`src/rtl/battery_runtime_estimator_assert.svh`:
```
// ============================================================================
// battery runtime estimator assertion macros
// shared property macros for the estimator modules, clocked on i_clk and
// disabled while i_rst_n is low
// ============================================================================
`ifndef BATTERY_RUNTIME_ESTIMATOR_ASSERT_SVH
`define BATTERY_RUNTIME_ESTIMATOR_ASSERT_SVH

`ifndef ASSERT_OFF
// same-cycle implication
`define BRE_ASSERT_IMP(lbl, ante, cons, msg) \
    lbl: assert property (@(posedge i_clk) disable iff (!i_rst_n) (ante) |-> (cons)) \
        else $error(msg);
// next-cycle implication
`define BRE_ASSERT_NXT(lbl, ante, cons, msg) \
    lbl: assert property (@(posedge i_clk) disable iff (!i_rst_n) (ante) |=> (cons)) \
        else $error(msg);
`else
`define BRE_ASSERT_IMP(lbl, ante, cons, msg)
`define BRE_ASSERT_NXT(lbl, ante, cons, msg)
`endif

`endif

```
`src/rtl/bre_pkg.sv`:
```
`timescale 1ns / 1ps
// ============================================================================
// bre_pkg
// types, codes and constants shared by the runtime estimator modules
// ============================================================================
package bre_pkg;

    // field widths
    localparam int ACT_W      = 2;
    localparam int CUR_W      = 16;
    localparam int CAP_W      = 16;
    localparam int TIME_W     = 32;
    localparam int EST_W      = 3;
    localparam int MIN_W      = 22;
    localparam int CFG_MIN_W  = 15;
    localparam int CFG_FLR_W  = 16;
    localparam int CFG_PCT_W  = 7;
    localparam int CFG_IDX_W  = 2;
    localparam int CFG_DATA_W = 32;
    localparam int IN_DATA_W  = 72;
    localparam int OUT_DATA_W = 72;

    // action codes
    localparam logic [ACT_W-1:0] ACT_SAMPLE = 2'd0;
    localparam logic [ACT_W-1:0] ACT_LOAD   = 2'd1;
    localparam logic [ACT_W-1:0] ACT_LOST   = 2'd2;
    localparam logic [ACT_W-1:0] ACT_NONE   = 2'd3;

    // estimate state codes
    localparam logic [EST_W-1:0] EST_UNAVAIL = 3'd0;
    localparam logic [EST_W-1:0] EST_CHARGE  = 3'd1;
    localparam logic [EST_W-1:0] EST_EXTPWR  = 3'd2;
    localparam logic [EST_W-1:0] EST_LOWCUR  = 3'd3;
    localparam logic [EST_W-1:0] EST_STAB    = 3'd4;
    localparam logic [EST_W-1:0] EST_READY   = 3'd5;

    // register indexes
    localparam logic [CFG_IDX_W-1:0] REG_MIN_DIS  = 2'd0;
    localparam logic [CFG_IDX_W-1:0] REG_FLOOR    = 2'd1;
    localparam logic [CFG_IDX_W-1:0] REG_PERCENT  = 2'd2;
    localparam logic [CFG_IDX_W-1:0] REG_SETTLE   = 2'd3;

    // register reset values
    localparam logic [CFG_MIN_W-1:0] RST_MIN_DIS = 15'd20;
    localparam logic [CFG_FLR_W-1:0] RST_FLOOR   = 16'd35;
    localparam logic [CFG_PCT_W-1:0] RST_PERCENT = 7'd30;
    localparam logic [TIME_W-1:0]    RST_SETTLE  = 32'd30000;

    // divide by six as multiply by ceil(2^20/6), exact for numerators below 2^18
    localparam logic [17:0] RECIP6       = 18'd174763;
    localparam int          RECIP6_SHIFT = 20;

    // runtime divider: one quotient bit per cycle
    localparam int DIV_BITS  = MIN_W;
    localparam int DIV_CNT_W = $clog2(DIV_BITS);

    typedef enum logic [2:0] {
        ST_IDLE,
        ST_EVAL,
        ST_BLEND,
        ST_FIN,
        ST_DIV,
        ST_DONE
    } t_state;

    typedef struct packed {
        logic load_in;
        logic eval;
        logic blend;
        logic fin;
        logic div_step;
        logic emit;
    } t_dp_cmd;

    typedef struct packed {
        logic skip;
        logic clear;
        logic blend;
        logic div_needed;
        logic div_last;
        logic out_free;
    } t_dp_status;

endpackage

```
`src/rtl/bre_ctrl.sv`:
```
`timescale 1ns / 1ps
// ============================================================================
// bre_ctrl
// sequencer for one item: evaluate, optional blend, finish and divide, deliver
// ============================================================================
`include "battery_runtime_estimator_assert.svh"

module bre_ctrl
    import bre_pkg::*;
(
    input  logic       i_clk,
    input  logic       i_rst_n,
    input  logic       i_in_valid,
    output logic       o_in_ready,
    input  t_dp_status i_sts,
    output t_dp_cmd    o_cmd
);

    t_state r_state;
    t_state n_state;

    always_ff @(posedge i_clk) begin
        if (!i_rst_n) begin
            r_state <= ST_IDLE;
        end else begin
            r_state <= n_state;
        end
    end

    always_comb begin
        n_state    = r_state;
        o_cmd      = '0;
        o_in_ready = 1'b0;
        unique case (r_state)
            ST_IDLE: begin
                o_in_ready = 1'b1;
                if (i_in_valid) begin
                    o_cmd.load_in = 1'b1;
                    n_state       = ST_EVAL;
                end
            end
            ST_EVAL: begin
                o_cmd.eval = 1'b1;
                if (i_sts.skip) begin
                    n_state = ST_IDLE;
                end else if (i_sts.clear) begin
                    n_state = ST_DONE;
                end else if (i_sts.blend) begin
                    n_state = ST_BLEND;
                end else begin
                    n_state = ST_FIN;
                end
            end
            ST_BLEND: begin
                o_cmd.blend = 1'b1;
                n_state     = ST_FIN;
            end
            ST_FIN: begin
                o_cmd.fin = 1'b1;
                n_state   = i_sts.div_needed ? ST_DIV : ST_DONE;
            end
            ST_DIV: begin
                o_cmd.div_step = 1'b1;
                if (i_sts.div_last) begin
                    n_state = ST_DONE;
                end
            end
            ST_DONE: begin
                if (i_sts.out_free) begin
                    o_cmd.emit = 1'b1;
                    n_state    = ST_IDLE;
                end
            end
            default: begin
                n_state = ST_IDLE;
            end
        endcase
    end

    `BRE_ASSERT_NXT(a_accept_evals, (r_state == ST_IDLE) && i_in_valid, r_state == ST_EVAL,
        "accepted item not evaluated next")
    `BRE_ASSERT_NXT(a_blend_then_fin, r_state == ST_BLEND, r_state == ST_FIN,
        "blend not followed by finish")
    `BRE_ASSERT_NXT(a_skip_to_idle, (r_state == ST_EVAL) && i_sts.skip, r_state == ST_IDLE,
        "unused action code not dropped")

endmodule

```
`src/rtl/bre_datapath.sv`:
```
`timescale 1ns / 1ps
// ============================================================================
// bre_datapath
// input latch, filter state, threshold logic, runtime divider, output register
// ============================================================================
`include "battery_runtime_estimator_assert.svh"

module bre_datapath
    import bre_pkg::*;
(
    input  logic                    i_clk,
    input  logic                    i_rst_n,
    input  t_dp_cmd                 i_cmd,
    output t_dp_status              o_sts,
    // input item
    input  logic [ACT_W-1:0]        i_action,
    input  logic signed [CUR_W-1:0] i_avg_current_ma,
    input  logic [CAP_W-1:0]        i_remaining_mah,
    input  logic [TIME_W-1:0]       i_now_ms,
    input  logic                    i_gauge_valid,
    input  logic                    i_is_charging,
    input  logic                    i_ext_power_good,
    // configuration
    input  logic                    i_cfg_wr_en,
    input  logic [CFG_IDX_W-1:0]    i_cfg_index,
    input  logic [CFG_DATA_W-1:0]   i_cfg_wdata,
    // result
    output logic                    o_out_valid,
    input  logic                    i_out_ready,
    output logic [EST_W-1:0]        o_estimate_state,
    output logic [CUR_W-1:0]        o_filt_ma,
    output logic [MIN_W-1:0]        o_runtime_minutes,
    output logic [TIME_W-1:0]       o_stable_for_ms,
    output logic                    o_resample_request
);

    // configuration
    logic [CFG_MIN_W-1:0] r_min_dis;
    logic [CFG_FLR_W-1:0] r_floor;
    logic [CFG_PCT_W-1:0] r_pct;
    logic [TIME_W-1:0]    r_settle;

    // latched input
    logic [ACT_W-1:0]        r_action;
    logic signed [CUR_W-1:0] r_avg;
    logic [CAP_W-1:0]        r_rem;
    logic [TIME_W-1:0]       r_now;
    logic                    r_valid;
    logic                    r_chg;
    logic                    r_ext;

    // estimator state
    logic              r_filter_ready;
    logic [CUR_W-1:0]  r_filtered;
    logic [TIME_W-1:0] r_stable_since;

    // work registers
    logic [17:0]          r_num;
    logic [MIN_W-1:0]     r_quo;
    logic [CUR_W-1:0]     r_part;
    logic [DIV_CNT_W-1:0] r_cnt;

    // staged result
    logic [EST_W-1:0]  r_res_state;
    logic [CUR_W-1:0]  r_res_dis;
    logic [TIME_W-1:0] r_res_stable;
    logic              r_res_rq;
    logic              r_res_ready;

    // output register
    logic              r_out_valid;
    logic [EST_W-1:0]  r_out_state;
    logic [CUR_W-1:0]  r_out_dis;
    logic [MIN_W-1:0]  r_out_min;
    logic [TIME_W-1:0] r_out_stable;
    logic              r_out_rq;

    logic signed [CUR_W:0] w_avg_ext;
    logic signed [CUR_W:0] w_min_neg;
    logic                  w_low;
    logic [CUR_W:0]        w_neg;
    logic [CUR_W-1:0]      w_d;
    logic [CUR_W-1:0]      w_diff;
    logic [22:0]           w_pct_prod;
    logic [22:0]           w_diff_scaled;
    logic                  w_step;
    logic [17:0]           w_num;
    logic [35:0]           w_blend_prod;
    logic                  w_clear;
    logic [EST_W-1:0]      w_clear_state;
    logic                  w_clear_rq;
    logic [TIME_W-1:0]     w_stable;
    logic                  w_ready;
    logic [MIN_W-1:0]      w_div_num;
    logic [CUR_W:0]        w_trial;
    logic [CUR_W:0]        w_sub;
    logic                  w_ge;

    // low current: avg >= -min_discharge
    assign w_avg_ext = {r_avg[CUR_W-1], r_avg};
    assign w_min_neg = -$signed({2'b00, r_min_dis});
    assign w_low     = (w_avg_ext >= w_min_neg);

    // discharge current, at most 32768
    assign w_neg  = 17'(-w_avg_ext);
    assign w_d    = w_neg[CUR_W-1:0];
    assign w_diff = (w_d > r_filtered) ? (w_d - r_filtered) : (r_filtered - w_d);

    // diff >= floor(prev*pct/100) is the same as 100*(diff+1) > prev*pct
    assign w_pct_prod    = {7'd0, r_filtered} * {16'd0, r_pct};
    assign w_diff_scaled = ({7'd0, w_diff} + 23'd1) * 23'd100;
    assign w_step        = (w_diff >= r_floor) && (w_diff_scaled > w_pct_prod);

    assign w_num        = {r_filtered, 2'b00} + {2'b00, r_filtered} + {2'b00, w_d} + 18'd3;
    assign w_blend_prod = {18'd0, r_num} * {18'd0, RECIP6};

    always_comb begin
        w_clear       = 1'b1;
        w_clear_state = EST_UNAVAIL;
        w_clear_rq    = 1'b0;
        case (r_action)
            ACT_LOAD: begin
                if (r_chg) begin
                    w_clear_state = EST_CHARGE;
                end else if (r_ext) begin
                    w_clear_state = EST_EXTPWR;
                end else if (r_valid) begin
                    w_clear_state = EST_STAB;
                    w_clear_rq    = 1'b1;
                end
            end
            ACT_SAMPLE: begin
                if (!r_valid || (r_rem == '0)) begin
                    w_clear_state = EST_UNAVAIL;
                end else if (r_chg) begin
                    w_clear_state = EST_CHARGE;
                end else if (r_ext) begin
                    w_clear_state = EST_EXTPWR;
                end else if (w_low) begin
                    w_clear_state = EST_LOWCUR;
                end else begin
                    w_clear = 1'b0;
                end
            end
            default: begin
                w_clear_state = EST_UNAVAIL;
            end
        endcase
    end

    assign w_stable  = r_now - r_stable_since;
    assign w_ready   = (w_stable >= r_settle) && (r_filtered != '0);
    assign w_div_num = 22'(r_rem) * 22'd60 + 22'(r_filtered[CUR_W-1:1]);

    // restoring divider step
    assign w_trial = {r_part, r_quo[MIN_W-1]};
    assign w_ge    = (w_trial >= {1'b0, r_filtered});
    assign w_sub   = w_trial - {1'b0, r_filtered};

    assign o_sts.skip       = (r_action == ACT_NONE);
    assign o_sts.clear      = w_clear;
    assign o_sts.blend      = r_filter_ready && !w_step;
    assign o_sts.div_needed = w_ready;
    assign o_sts.div_last   = (r_cnt == DIV_CNT_W'(DIV_BITS - 1));
    assign o_sts.out_free   = !r_out_valid || i_out_ready;

    // configuration registers
    always_ff @(posedge i_clk) begin
        if (!i_rst_n) begin
            r_min_dis <= RST_MIN_DIS;
            r_floor   <= RST_FLOOR;
            r_pct     <= RST_PERCENT;
            r_settle  <= RST_SETTLE;
        end else if (i_cfg_wr_en) begin
            unique case (i_cfg_index)
                REG_MIN_DIS: r_min_dis <= i_cfg_wdata[CFG_MIN_W-1:0];
                REG_FLOOR:   r_floor   <= i_cfg_wdata[CFG_FLR_W-1:0];
                REG_PERCENT: r_pct     <= i_cfg_wdata[CFG_PCT_W-1:0];
                REG_SETTLE:  r_settle  <= i_cfg_wdata[TIME_W-1:0];
                default:     r_settle  <= r_settle;
            endcase
        end
    end

    // estimator state
    always_ff @(posedge i_clk) begin
        if (!i_rst_n) begin
            r_filter_ready <= 1'b0;
            r_filtered     <= '0;
            r_stable_since <= '0;
        end else if (i_cmd.eval && (r_action != ACT_NONE)) begin
            if (w_clear) begin
                r_filter_ready <= 1'b0;
                r_filtered     <= '0;
                r_stable_since <= r_now;
            end else if (!r_filter_ready || w_step) begin
                r_filter_ready <= 1'b1;
                r_filtered     <= w_d;
                r_stable_since <= r_now;
            end
        end else if (i_cmd.blend) begin
            r_filtered <= w_blend_prod[RECIP6_SHIFT +: CUR_W];
        end
    end

    // input latch, work and staging registers
    always_ff @(posedge i_clk) begin
        if (i_cmd.load_in) begin
            r_action <= i_action;
            r_avg    <= i_avg_current_ma;
            r_rem    <= i_remaining_mah;
            r_now    <= i_now_ms;
            r_valid  <= i_gauge_valid;
            r_chg    <= i_is_charging;
            r_ext    <= i_ext_power_good;
        end
        if (i_cmd.eval) begin
            r_num        <= w_num;
            r_res_state  <= w_clear_state;
            r_res_dis    <= '0;
            r_res_stable <= '0;
            r_res_rq     <= w_clear_rq;
            r_res_ready  <= 1'b0;
        end
        if (i_cmd.fin) begin
            r_res_state  <= w_ready ? EST_READY : EST_STAB;
            r_res_dis    <= r_filtered;
            r_res_stable <= w_stable;
            r_res_rq     <= 1'b0;
            r_res_ready  <= w_ready;
            r_quo        <= w_div_num;
            r_part       <= '0;
            r_cnt        <= '0;
        end
        if (i_cmd.div_step) begin
            r_part <= w_ge ? w_sub[CUR_W-1:0] : w_trial[CUR_W-1:0];
            r_quo  <= {r_quo[MIN_W-2:0], w_ge};
            r_cnt  <= r_cnt + 1'b1;
        end
    end

    // output register
    always_ff @(posedge i_clk) begin
        if (!i_rst_n) begin
            r_out_valid <= 1'b0;
        end else if (i_cmd.emit) begin
            r_out_valid <= 1'b1;
        end else if (i_out_ready) begin
            r_out_valid <= 1'b0;
        end
    end

    always_ff @(posedge i_clk) begin
        if (i_cmd.emit) begin
            r_out_state  <= r_res_state;
            r_out_dis    <= r_res_dis;
            r_out_min    <= r_res_ready ? r_quo : '0;
            r_out_stable <= r_res_stable;
            r_out_rq     <= r_res_rq;
        end
    end

    assign o_out_valid        = r_out_valid;
    assign o_estimate_state   = r_out_state;
    assign o_filt_ma          = r_out_dis;
    assign o_runtime_minutes  = r_out_min;
    assign o_stable_for_ms    = r_out_stable;
    assign o_resample_request = r_out_rq;

    `BRE_ASSERT_IMP(a_filter_zero_when_cleared, r_filtered != '0, r_filter_ready,
        "nonzero filter while not ready")
    `BRE_ASSERT_IMP(a_filter_range, 1'b1, r_filtered <= 16'd32768,
        "filtered current above full scale")
    `BRE_ASSERT_IMP(a_div_bounded, i_cmd.div_step, r_filtered != '0,
        "divider running on a zero divisor")

endmodule

```
`src/rtl/battery_runtime_estimator.sv`:
```
// path: a clearing item passes evaluate, then the output register; a sample still
//   stabilizing passes evaluate, optional blend and finish; one with runtime also divides
// flow: one item at a time, the next input transfer is taken once the sequencer is
//   back in idle with the result side free; the bit-serial runtime divider sets the
//   worst case, and a new item is taken while the last result waits
// reset: synchronous active-low i_rst_n clears the filter and loads register defaults
`timescale 1ns / 1ps
// ============================================================================
// battery_runtime_estimator
// filters gauge discharge current, detects load steps and reports the
// estimator state and remaining runtime in minutes
// ============================================================================

module battery_runtime_estimator
    import bre_pkg::*;
(
    input  logic                  i_clk,
    input  logic                  i_rst_n,
    // input items
    input  logic                  s_axis_tvalid,
    output logic                  s_axis_tready,
    // avg_current_ma[15:0], remaining_mah[31:16], now_ms[63:32],
    // gauge_valid[64], is_charging[65], ext_power_good[66], zero[71:67]
    input  logic [IN_DATA_W-1:0]  s_axis_tdata,
    // action[1:0]
    input  logic [ACT_W-1:0]      s_axis_tuser,
    // results
    output logic                  m_axis_tvalid,
    input  logic                  m_axis_tready,
    // filtered current[15:0], runtime_minutes[37:16], stable_for_ms[69:38],
    // resample_request[70], zero[71]
    output logic [OUT_DATA_W-1:0] m_axis_tdata,
    // estimate_state[2:0]
    output logic [EST_W-1:0]      m_axis_tuser,
    // register writes
    input  logic                  i_cfg_wr_en,
    input  logic [CFG_IDX_W-1:0]  i_cfg_index,
    input  logic [CFG_DATA_W-1:0] i_cfg_wdata
);

    t_dp_cmd    w_cmd;
    t_dp_status w_sts;

    logic [CUR_W-1:0]  w_dis;
    logic [MIN_W-1:0]  w_min;
    logic [TIME_W-1:0] w_stable;
    logic              w_rq;

    // sequencer: takes a transfer only when idle
    bre_ctrl u_ctrl (
        .i_clk      (i_clk),
        .i_rst_n    (i_rst_n),
        .i_in_valid (s_axis_tvalid),
        .o_in_ready (s_axis_tready),
        .i_sts      (w_sts),
        .o_cmd      (w_cmd)
    );

    // unpack input fields straight into the datapath latch
    bre_datapath u_dp (
        .i_clk              (i_clk),
        .i_rst_n            (i_rst_n),
        .i_cmd              (w_cmd),
        .o_sts              (w_sts),
        .i_action           (s_axis_tuser),
        .i_avg_current_ma   (s_axis_tdata[15:0]),
        .i_remaining_mah    (s_axis_tdata[31:16]),
        .i_now_ms           (s_axis_tdata[63:32]),
        .i_gauge_valid      (s_axis_tdata[64]),
        .i_is_charging      (s_axis_tdata[65]),
        .i_ext_power_good   (s_axis_tdata[66]),
        .i_cfg_wr_en        (i_cfg_wr_en),
        .i_cfg_index        (i_cfg_index),
        .i_cfg_wdata        (i_cfg_wdata),
        .o_out_valid        (m_axis_tvalid),
        .i_out_ready        (m_axis_tready),
        .o_estimate_state   (m_axis_tuser),
        .o_filt_ma          (w_dis),
        .o_runtime_minutes  (w_min),
        .o_stable_for_ms    (w_stable),
        .o_resample_request (w_rq)
    );

    // pack result fields, lowest field first, padded to a whole byte
    assign m_axis_tdata = {1'b0, w_rq, w_stable, w_min, w_dis};

endmodule
```
`config.mk`:
```
export PLATFORM = sky130hd
export DESIGN_NAME = battery_runtime_estimator
export DESIGN_NICKNAME = d
export VERILOG_FILES = /design/src/rtl/bre_pkg.sv /design/src/rtl/bre_ctrl.sv /design/src/rtl/bre_datapath.sv /design/src/rtl/battery_runtime_estimator.sv
export VERILOG_INCLUDE_DIRS = /design/src /design/src/rtl
export SDC_FILE = /design/constraint.sdc
export NUM_CORES = 2
export LEC_CHECK = 0
export BUFFER_PORTS_ARGS = -buffer_cell sky130_fd_sc_hd__buf_2
export CAP_MARGIN = 15
export CORE_ASPECT_RATIO = 1.25
export CORE_MARGIN = 10
export CORE_UTILIZATION = 40
export CTS_CLUSTER_DIAMETER = 100
export DETAILED_ROUTE_END_ITERATION = 8
export PLACE_DENSITY = 0.64
export REMOVE_ABC_BUFFERS = 1
export SLEW_MARGIN = 40
export SYNTH_ARGS = -nofsm -noshare
export SYNTH_HDL_FRONTEND = slang
export SYNTH_SLANG_ARGS = --single-unit
```
`constraint.sdc`:
```
create_clock -name i_clk -period 10.5 [get_ports i_clk]
set_input_delay 0.525 -clock i_clk [delete_from_list [all_inputs] [get_ports i_clk]]
set_output_delay 0.525 -clock i_clk [all_outputs]
set_load 0.05 [all_outputs]
```
==> results.py <==
metrics = {
    "placement": {
        "placedCellCount": 4756,
        "gp_congestion": 0.888,
        "hpwl_um": 70200,
        "io_buffers": 183,
        "dp_slack_ns": -0.0398,
    },
    "synth": {
        "netlist_instances": 3443,
        "yosys-top-cells-area": "edfxtp_1 23%, ha_1 18%, fa_1 14%",
        "syn_avg_cell_area_sq_um": 9.80,
        "synth_edf_count": 256,
        "syn_area_sq_mm": 0.0338,
        "yosysWarnings": 0,
        "async_reset_ff_frac": 0,
        "ys_seq_elements": 380,
        "yosysUniqueCellTypes": 87,
        "synthFlopType": "edfxtp_1",
        "yosysSeqAreaShare": 0.301,
        "synth.top_cell.area_share": 0.228,
        "synth_top_area_cell": "edfxtp_1",
    },
    "timing": {
        "period_share": 0.952,
        "drv_slew": 0,
        "tightestPinTransition_ns": 0.866,
        "setup_violations": 0,
        "setup_ws_ns": 0.506,
        "whs_ns": 0.101,
        "max_freq_mhz": 100,
        "finalHoldViolCount": 0,
        "finalClockSkew_ns": 0.0533,
        "min_period_ns": 9.99,
        "tns_ns": 0,
        "slew_headroom": 0.422,
    },
    "floorplanning": {
        "io_pins": 190,
        "die_h_um": 345,
        "core_sq_mm": 0.0840,
        "std_cell_rows": 119,
        "initial_core_util": 0.402,
        "dieArea_sq_mm": 0.0965,
        "die_x_um": 280,
    },
    "job": {
        "cap_viol_max_count": 0,
    },
    "clocking": {
        "postCtsHoldBufs": 0,
        "clock_sinks": 380,
        "cts_buffer_depth": 3,
        "cts-buffers-inserted": 41,
        "clk_latency_ns": 0.60,
        "cts_root_buffer": "clkbuf_16",
        "htree_levels": 2,
        "clk_pin_slew_ns": 0.08,
        "tritoncts": "done",
    },
    "detailed_routing": {
        "drc": 0,
        "antenna_left": 0,
        "drt_iter0_drc": 1250,
        "routed_wl_um": 86000,
        "via_count": 24838,
        "dr.pass1.iters": 5,
        "routedWlPerCell_um": 17.8,
        "drt-vias-per-instance": 5.13,
    },
    "global_route": {
        "grt_usage": 0.178,
        "grt_pass1_vias": 25827,
        "antenna_found_initial": 18,
        "grt_start_max_net_pins": 81,
        "grt_overflow": 0,
        "grt_pass1_wl_um": 137000,
    },
    "cells_and_area": {
        "finalNetCount": 4545,
        "final_common_cell": "inv_1",
        "syn2layout_area_growth_pct": 13.9,
        "fillers": 8060,
        "final_layout_size_suffix_gt1_frac": 0.126,
        "instances_no_fill": 4842,
        "final_cell_mix": "547 x inv_1, 476 x ha_1, 302 x nand2_1, 256 x edfxtp_1, 241 x fa_1",
    },
    "setup_path": {
        "rrSetupSlack_ns": 0.51,
        "critPathSlowestCell": "or3b_2",
        "crit_fanout": 13,
        "cp_common_cell": "ha_1",
        "start_kind": "flop",
        "cp_data_required_time_ns": 10.94,
        "arrival_ns": 10.44,
        "critPathMaxStageDelay_ns": 0.49,
        "worstSetupEndpointType": "flop",
        "critPathKind": "flop to flop",
    },
    "status": {
        "status": "completed",
    },
    "hold_path": {
        "hold_class": "primary input to flop",
    },
}
==> synth_stat cells (all sizes together), types with 74 or more instances <==
| cell type | n |
|---|---|
| inv | 550 |
| edfxtp | 256 |
| o21ai | 74 |
| a21oi | 199 |
| nand2 | 306 |
| and2 | 98 |
| xnor2 | 130 |
| clkbuf | 76 |
| ha | 477 |
| nor2 | 200 |
| fa | 241 |
| dfxtp | 124 |
==> kinds of logic (layout without fill, tap and decap cells) <==
group                    Yosys count  after routing  share of synthesized area
multiplexers                      65             65                     0.0202
buffers and inverters            644            948                     0.0727
AND/OR/NAND/NOR                  872            872                      0.123
other                              1              7                   0.000111
XOR/XNOR                         200            200                     0.0532
AO/OA/AOI/OAI                    563            563                      0.110
flip-flops                       380            380                      0.301
adder cells (fa/ha/maj)          718            718                      0.320
==> layout make-up <==
cell class                      instances  area (sq um)  share of cell area
Timing Repair Buffer                  322          2060              0.0536
Tap cell                             1089          1360              0.0354
Clock inverter                         22           302             0.00784
Inverter                              550          2070              0.0537
Multi-Input combinational cell       2419         21300               0.555
Antenna cell                            6          15.0            0.000391
Sequential cell                       380         10200               0.265
Clock buffer                           54          1150              0.0299
==> worst paths after layout <==
kind | startpoint | end | cells past startpoint
max | u_dp.r_avg[9]$_DFFE_PP_ | u_dp.r_filtered[0]$_SDFFE_PN0P_ | 45
min | s_axis_tdata[6] | u_dp.r_avg[6]$_DFFE_PP_ | 1
max reg2reg | u_dp.r_avg[9]$_DFFE_PP_ | u_dp.r_filtered[0]$_SDFFE_PN0P_ | 45
min reg2reg | u_dp.r_res_dis[11]$_SDFFCE_PN0P_ | u_dp.o_filt_ma[11]$_DFFE_PP_ | 0
==> flip-flops by register name (all words and copies together), names as in the netlist, 7 cells and up <==
| register | count |
|---|---|
| u_dp.o_stable_for_ms | 32 |
| u_dp.r_now | 32 |
| u_dp.r_res_stable | 32 |
| u_dp.r_settle | 32 |
| u_dp.r_stable_since | 32 |
| u_dp.o_runtime_minutes | 22 |
| u_dp.r_quo | 22 |
| u_dp.r_num | 18 |
| u_dp.o_filt_ma | 16 |
| u_dp.r_avg | 16 |
| u_dp.r_filtered | 16 |
| u_dp.r_floor | 16 |
| u_dp.r_part | 16 |
| u_dp.r_rem | 16 |
| u_dp.r_res_dis | 16 |
| u_dp.r_min_dis | 15 |
| u_dp.r_pct | 7 |
==> timing repair <==
action,CTS,global route
gates cloned,0,1
pin swaps,0,11
setup buffers,0,3
gates resized for setup,1,28
setup endpoints to repair,9,49
==> metal layers <==
layer	GRT usage	up-vias	routed length, um
met3	0.0360	176	4540
li1	-	12156	-
met2	0.329	497	43900
met4	0.0626	22	3050
met1	0.202	11987	34400
met5	0	-	128
==> per-stage QoR <==
stage | utilization | instance area, sq um
final | 0.458 | 38400
after global routing | 0.458 | 38400
after CTS | 0.455 | 38200
after detailed placement | 0.438 | 36800
after global placement | 0.437 | 36700
after floorplan | - | 33400
==> worst max-delay path: cells and delay by family, from the launching register on <==
family / cells / cell delay [ns]
buffers and inverters: 7 / 1.02
multiplexers: 1 / 0.37
XOR/XNOR: 3 / 0.40
flip-flops: 1 / 0.41
adder cells (fa/ha/maj): 7 / 2.20
AND/OR/NAND/NOR: 15 / 3.27
AO/OA/AOI/OAI: 12 / 2.18
Power is left out: the tool's default activity adds up to more than one toggle a clock period on the data nets, which glitch-free logic cannot reach.
